==> src/hdl/sut_pkg.sv <==
// ============================================================================
// sut_pkg : shared definitions for the sorted unique set table
// Field widths, command and status codes, and the control bundle that the
// top level broadcasts to every cell of the chain.
// ============================================================================
package sut_pkg;

   localparam int CAPACITY_DEFAULT = 64;

   localparam int KEY_W    = 32;
   localparam int CMD_W    = 2;
   localparam int STATUS_W = 2;
   localparam int COUNT_W  = 7;

   localparam logic [CMD_W-1:0] CMD_INSERT   = 2'd0;
   localparam logic [CMD_W-1:0] CMD_ERASE    = 2'd1;
   localparam logic [CMD_W-1:0] CMD_CONTAINS = 2'd2;

   localparam logic [STATUS_W-1:0] ST_DONE = 2'd0;
   localparam logic [STATUS_W-1:0] ST_MISS = 2'd1;
   localparam logic [STATUS_W-1:0] ST_FULL = 2'd2;

   // per-cycle command to all cells
   typedef struct packed {
      logic capture;     // compare own entry with the broadcast key
      logic shift_up;    // open a gap at the insert position
      logic shift_down;  // close the gap at the erased entry
   } sut_cell_ctl_type;

endpackage

==> src/hdl/sut_cell.sv <==
// ============================================================================
// sut_cell : one slot of the sorted key chain
// Holds one key, compares it with the broadcast key and moves keys to or
// from its neighbors when the table opens or closes a gap.
// ============================================================================
module sut_cell
   import sut_pkg::*;
#(
   parameter int INDEX = 0,
   parameter int CNT_W = 7
) (
   input  logic                    clock,
   input  sut_cell_ctl_type        ctl,
   input  logic [CNT_W-1:0]        count,
   input  logic signed [KEY_W-1:0] key,
   input  logic signed [KEY_W-1:0] prev_entry,
   input  logic                    prev_lt,
   input  logic signed [KEY_W-1:0] next_entry,
   output logic signed [KEY_W-1:0] entry,
   output logic                    lt,
   output logic                    eq
);

   logic signed [KEY_W-1:0] entry_ff, entry_in;
   logic                    lt_ff, lt_in;
   logic                    eq_ff, eq_in;
   logic                    valid;

   assign valid = CNT_W'(INDEX) < count;

   always_comb begin
      lt_in    = lt_ff;
      eq_in    = eq_ff;
      entry_in = entry_ff;
      if (ctl.capture) begin
         lt_in = valid && (entry_ff < key);
         eq_in = valid && (entry_ff == key);
      end
      // keys below the search key never move
      if (ctl.shift_up && !lt_ff) begin
         entry_in = prev_lt ? key : prev_entry;
      end
      if (ctl.shift_down && !lt_ff) begin
         entry_in = next_entry;
      end
   end

   always_ff @(posedge clock) begin
      entry_ff <= entry_in;
      lt_ff    <= lt_in;
      eq_ff    <= eq_in;
   end

   assign entry = entry_ff;
   assign lt    = lt_ff;
   assign eq    = eq_ff;

endmodule

==> config.mk <==
export PLATFORM = sky130hd
export DESIGN_NAME = sut_cell
export DESIGN_NICKNAME = d
export VERILOG_FILES = /design/src/hdl/sut_pkg.sv /design/src/hdl/sut_cell.sv
export SDC_FILE = /design/constraint.sdc
export NUM_CORES = 1
export LEC_CHECK = 0
export BUFFER_PORTS_ARGS = -buffer_cell sky130_fd_sc_hd__buf_2
export CORE_MARGIN = 2
export CORE_UTILIZATION = 41
export DETAILED_ROUTE_END_ITERATION = 8
export MAX_ROUTING_LAYER = met4
export PLACE_DENSITY_LB_ADDON = 0.3
export SYNTH_ARGS = -nofsm -noshare
export SYNTH_HDL_FRONTEND = slang
export SYNTH_SLANG_ARGS = --single-unit
==> constraint.sdc <==
create_clock -name clock -period 2.3 [get_ports clock]
set_input_delay 0.345 -clock clock [delete_from_list [all_inputs] [get_ports clock]]
set_output_delay 0.345 -clock clock [all_outputs]
set_load 0.02 [all_outputs]
==> impl_metrics.tcl, run 1 <==
set metrics [dict create \
    holdWs_ns 0.295 \
    cts_inserted_buffers 5 \
    fin_crit_sh_pct 84.1 \
    syn_avg_cell_area_sq_um 9.61 \
    die_y_microns 82.4 \
    grt_pass1_vias 2256 \
    wl_per_cell_microns 13.3 \
    arrival_ns 1.97 \
    p_leak_nw 1.77 \
    initial_utilization_pct 42.5 \
    ys_top_cells_by_count "41 x nand2_1, 36 x o21ai_0, 34 x edfxtp_1" \
    synth-async-reset-ratio_pct 0 \
    syn_inst 262 \
    fmax_mhz 517 \
    firstDrtPassIters 4 \
    synth-edff-count 34 \
    drv_cap 0 \
    synth_cell_type_count 29 \
    syn_nets 402 \
    synth.ff_latch_count 34 \
    synth_top_area_share_pct 40.5 \
    grt_overflow 0 \
    synthXorXnorAreaFrac_pct 0 \
    wl_met2_microns 3180 \
    io-pin-count 142 \
    r2r_end "lt$_DFFE_PP_" \
    io_buffers 141 \
    power_density_nw_per_um2 585 \
    drive_above_1_share_pct 38.0 \
    drc_errors 0 \
    synthSimpleGateAreaFrac_pct 11.2 \
    drt_wl_total_microns 6370 \
    synthTopCellsByArea "edfxtp_1 41%, ha_1 16%, mux2i_1 13%" \
    nets 542 \
    crit_type "flop to flop" \
    worstSetupStartpoint "entry[27]$_DFFE_PP_" \
    ys.flop_type "edfxtp_1" \
    setup_viol_count_final 0 \
    dr_wl_met3_microns 424 \
    die_area_sq_um 6790 \
    critPathCapture "lt$_DFFE_PP_" \
    ys_seq_area_share_pct 40.5 \
    routed.top_layer "met4" \
    vias 2346 \
    regArea_sq_um 1020 \
    met1_length_microns 2640 \
    final_util_pct 57.7 \
    drtIter0Drc 75 \
    clock_path_buffers 2 \
    clock_sinks 34 \
    crit_required_ns 2.33 \
    hpwl_microns 5050 \
    synth_top_family_by_area "adder cells" \
    yosysWarnings 0 \
    h-tree-depth 2 \
    synth_area_sq_um 2520 \
    hold_buffers 0 \
    gp_congestion 0.801 \
    cts_tree "yes" \
    rr_worst_depth 6 \
    slew_headroom_pct 70.6 \
    worst_pin_slew_ns 0.441 \
    fp-row-count 28 \
    synth_compound_area_share_pct 12.7 \
    timing.rr.start "entry[27]$_DFFE_PP_" \
    fin_tns_setup_ns 0 \
    hold_viol 0 \
    grt_max_degree 65 \
    postCtsResizedCells 0 \
    syn2layout_area_growth_pct 35.7 \
    antenna_found_initial 0 \
    synthAdderAreaFrac_pct 15.9 \
    post-cts-setup-buffers 0 \
    drv_slew 0 \
    reg2reg_slack_ns 0.36 \
    rsz0062_at_grt "false" \
    cp-start-kind "flop" \
    fin_crit_ns 1.94 \
    synth.most_common_cell "nand2_1" \
    path_max_fanout 3 \
    core-area_sq_um 5920 \
    path_clk_slew_ns 0.07 \
    peakVddDrop_mv 0.284 \
    synth_top_cell_by_area "edfxtp_1" \
    n_fill_cell 576 \
    min_path_type "input port to flop" \
    cts_root_buf "clkbuf_8" \
    skew_ns 0.00474 \
    ant_nets 0 \
    diodes 0 \
    viasPerCell 4.91 \
    muxShareOfSynthArea_pct 13.1 \
    endpoint_kind "flop" \
    multi_input_area_sq_um 1350 \
    grt_usage_pct 19.8 \
    die_width_microns 82.4 \
    outcome "complete, no violations" \
    clk-insertion-delay-late_ns 0.28 \
    grt_pass1_wl_microns 9920 \
]
worst max-delay path, stage by stage (launching register included):
cell and delay [ns]:
edfxtp_1 0.40, ha_1 0.32, and4_1 0.25, nand2_1 0.07, nor4_1 0.33, o32ai_1 0.18, mux2i_1 0.14
power breakdown:
| part | switching, mW | internal, mW | leakage [nW] |
|---|---|---|---|
| Combinational | 0.413 | 0.295 | 1.39 |
| Sequential | 0.0504 | 0.810 | 0.333 |
| Clock | 0.223 | 0.208 | 0.0426 |
| Total | 0.687 | 1.31 | 1.77 |
cell type report:
cell class / count / share of cell area (%)
Clock buffer: 6 / 2.12
Clock inverter: 2 / 0.256
Inverter: 32 / 3.52
Multi-Input combinational cell: 185 / 39.4
Sequential cell: 34 / 29.9
Tap cell: 75 / 2.75
Timing Repair Buffer: 144 / 22.0
how the worst min path moves through the flow:
stage / to / depth (start not counted) / slack [ns] / startpoint
after floorplan: eq$_DFFE_PP_ / 0 / 0.46 / ctl[2]
after global placement: eq$_DFFE_PP_ / 1 / 0.58 / ctl[2]
after detailed placement: eq$_DFFE_PP_ / 1 / 0.59 / ctl[2]
after CTS: lt$_DFFE_PP_ / 1 / 0.29 / ctl[2]
after global routing: eq$_DFFE_PP_ / 1 / 0.28 / ctl[2]
final: lt$_DFFE_PP_ / 1 / 0.30 / ctl[2]
state kept, by name (all words and copies together) (netlist names):
signal,count
entry,32
eq,1
lt,1
kinds of logic after synthesis:
kind of cell    count (synthesis)
simple gates                   62
compound gates                 58
buf+inv                        43
flops                          34
mux                            33
fa+ha+maj                      32
cells in the final DEF, fill, tap and decap left out, drive strengths merged, types with 2 or more instances in the layout:
cell type	n
buf	144
nand2	41
o21ai	37
edfxtp	34
mux2i	33
inv	32
ha	32
a21oi	11
clkbuf	6
nand4	5
nor2	5
and4	3
nor4	2
nor2b	2
a21o	2
clkinv	2
through the flow:
stage	cells	setup slack [ns]	cell area, sq um	power, mW
floorplan	262	0.368	2520	1.30
global placement	470	0.316	3340	1.56
detailed placement	470	0.279	3340	1.59
CTS	478	0.349	3420	2.02
global route	478	0.202	3420	2.15
finish	478	0.365	3420	2.00
layer usage:
| layer | track usage, % | up-vias |
|---|---|---|
| li1 | - | 1215 |
| met1 | 22.8 | 1040 |
| met4 | 5.67 | 0 |
| met2 | 34.7 | 81 |
| met5 | - | - |
| met3 | 4.35 | 10 |
No activity file was read; power rests on OpenSTA's default activity.
==> inputs of run 2 (changes only) <==
ABC_AREA = 1   (was not set)
clock period = 1.6 ns   (was 2.3 ns; I/O delays follow)
==> run 2 against run 1 <==
Net effect: the run now ends with negative setup slack left; hold slack worse by 0.12 ns; clock power up 83%; first-iteration DRC count up 61%; combinational power up 110%; global-route usage up 2.1 points; clock skew up 0.0032 ns; non-clock buffer count up 20; total power up 78%; sequential power up 50%; area after synthesis up 6.2%; register-to-register slack worse by 0.41 ns; final cell count up 19%; critical path type unchanged; largest power group is now combinational cells.
==> impl_metrics.tcl, run 2 <==
set metrics [dict create \
    outcome "finished with violations" \
    violations "negative setup slack" \
    drtIter0Drc 121 \
    syn_inst 333 \
    synth_cell_type_count 24 \
    path_clk_slew_ns 0.08 \
    crit_type "flop to flop" \
    fin_crit_sh_pct 103 \
    firstDrtPassIters 4 \
    hold_buffers 0 \
    synth-edff-count 34 \
    ys_top_cells_by_count "98 x nand2_1, 43 x inv_1, 34 x edfxtp_1" \
    hpwl_microns 5780 \
    clock_sinks 34 \
    rsz0062_at_grt "true" \
    die_area_sq_um 7190 \
    worstHoldStart "ctl[2]" \
    drive_above_1_share_pct 41.8 \
    worst_pin_slew_ns 0.377 \
    power_density_nw_per_um2 913 \
    skew_ns 0.00794 \
    wl_per_cell_microns 13.7 \
    synth_top_area_share_pct 38.2 \
    peakVddDrop_mv 0.501 \
    critPathSlowestCell "edfxtp_1" \
    ys_seq_area_share_pct 38.2 \
    synth_top_cell_by_area "edfxtp_1" \
    grt_overflow 0 \
    drt_wl_total_microns 7760 \
    hold_viol 0 \
    yosysWarnings 0 \
    fmax_mhz 607 \
    final_util_pct 61.8 \
    antenna_found_initial 0 \
    cts_inserted_buffers 5 \
    fp-row-count 29 \
    synthTopCellsByArea "edfxtp_1 38%, ha_1 15%, nand2_1 14%" \
    arrival_ns 1.69 \
    largest_reg_flops 32 \
    ys.flop_type "edfxtp_1" \
    drv_slew 0 \
    reg2reg_slack_ns -0.05 \
    cts_tree "yes" \
    cp_slowest_stage_delay_ns 0.40 \
    grt_usage_pct 21.9 \
    diodes 0 \
    initial_utilization_pct 42.4 \
    viasPerCell 4.97 \
    crit_required_ns 1.64 \
    h-tree-depth 2 \
    slew_headroom_pct 74.6 \
    synth_area_sq_um 2680 \
    path_cells "ha_1, a21oi_1, o21a_1, nand2_1, a21oi_2, nand3_2, nand2_1, nor2_1" \
    nets 630 \
    p_leak_nw 1.99 \
    drc_errors 0 \
    syn_nets 473 \
    final_cell_mix "141 x buf_2, 91 x nand2_1, 43 x inv_1, 34 x edfxtp_1, 33 x nand3_1" \
    clock_path_buffers 2 \
    grt_pass1_wl_microns 12400 \
    path_max_fanout 2 \
    gp_congestion 0.831 \
    synth-async-reset-ratio_pct 0 \
    cpMostUsedCell "nand2_1" \
    synth.ff_latch_count 34 \
    synth.most_common_cell "nand2_1" \
    holdWs_ns 0.173 \
    clk-insertion-delay-late_ns 0.28 \
    core-area_sq_um 6310 \
    endpoint_kind "flop" \
    grt_max_degree 63 \
    vias 2823 \
    die_y_microns 84.8 \
    cp-start-kind "flop" \
    drv_cap 0 \
    die_width_microns 84.8 \
    fin_crit_ns 1.65 \
    ant_nets 0 \
    setup_viol_count_final 1 \
    grt_pass1_vias 2862 \
    timing.rr.start "entry[23]$_DFFE_PP_" \
    cts_root_buf "clkbuf_8" \
    fin_tns_setup_ns -0.0482 \
    final_common_cell "buf_2" \
    syn_avg_cell_area_sq_um 8.03 \
    io-pin-count 142 \
    worstSetupStartpoint "entry[23]$_DFFE_PP_" \
    io_buffers 141 \
    fin_ws_ns -0.0482 \
    n_fill_cell 597 \
    syn2layout_area_growth_pct 45.9 \
    min_path_type "input port to flop" \
]
[run 2: cell count changes after synthesis, sizes merged, moves of 10 or more]
cell	previous run	this run
inv	32	44
nand3	0	34
o21ai	37	3
nor2	5	15
o211ai	1	30
mux2i	33	0
nand2	41	101
[run 2: critical path, delay by kind of cell (launching register included)]
family	cells	cell delay, ns
AOI/OAI and AO/OA	3	0.44
adders and majority gates	1	0.33
DFF	1	0.40
and+or+nand+nor	4	0.23
[run 2: cell families after synthesis]
kind of cell             Yosys count  synth area share (%)
AND/OR/NAND/NOR                  154                  24.9
buffers and inverters             60                  8.79
AO/OA/AOI/OAI                     53                  13.2
flip-flops                        34                  38.2
adder cells (fa/ha/maj)           32                  15.0
[run 2: final cells by class]
type                       instances  area [sq um]  area share [%]
timing repair buffer             164           903            23.1
clock buffer                       5          68.8            1.76
tap                               77          96.3            2.47
sequential                        34          1020            26.2
multi-input combinational        241          1610            41.2
clock inverter                     3          40.0            1.03
inverter                          44           165            4.23
[run 2: power by group]
group	switching, mW	internal (mW)
Sequential	0.0913	1.20
Clock	0.329	0.459
Combinational	0.872	0.618
Total	1.29	2.27
[run 2: timing repair]
| action | 4_1_cts | 5_1_grt |
|---|---|---|
| setup endpoints to repair | 1 | 24 |
| pin swaps | 4 | 9 |
| buffers inserted | 1 | 2 |
| resized for setup | 5 | 16 |
| cloned | 0 | 2 |
[run 2: worst paths after layout]
kind / to / cells after the start
setup reg to reg: lt$_DFFE_PP_ / 8
hold reg to reg: lt$_DFFE_PP_ / 5
setup / recovery: lt$_DFFE_PP_ / 8
hold / removal: eq$_DFFE_PP_ / 1
[run 2: through the flow]
step                      total power, mW  std cells  worst slack, ns  cell area, sq um
after floorplan                      2.13        333          -0.0706              2720
after global placement               2.62        555          -0.0369              3620
after detailed placement             2.66        555          -0.0525              3620
after CTS                            3.48        564          -0.0425              3760
after global routing                 3.81        568           -0.169              3900
final                                3.56        568          -0.0482              3900
[run 2: per-layer routing]
layer  vias up  track usage (%)  share of wire, %
met1      1281             24.9                41
met3         8             3.64               4.6
li1       1451                -                 -
met5         -                -                 0
met4         0             6.06               1.3
met2        83             39.5                53
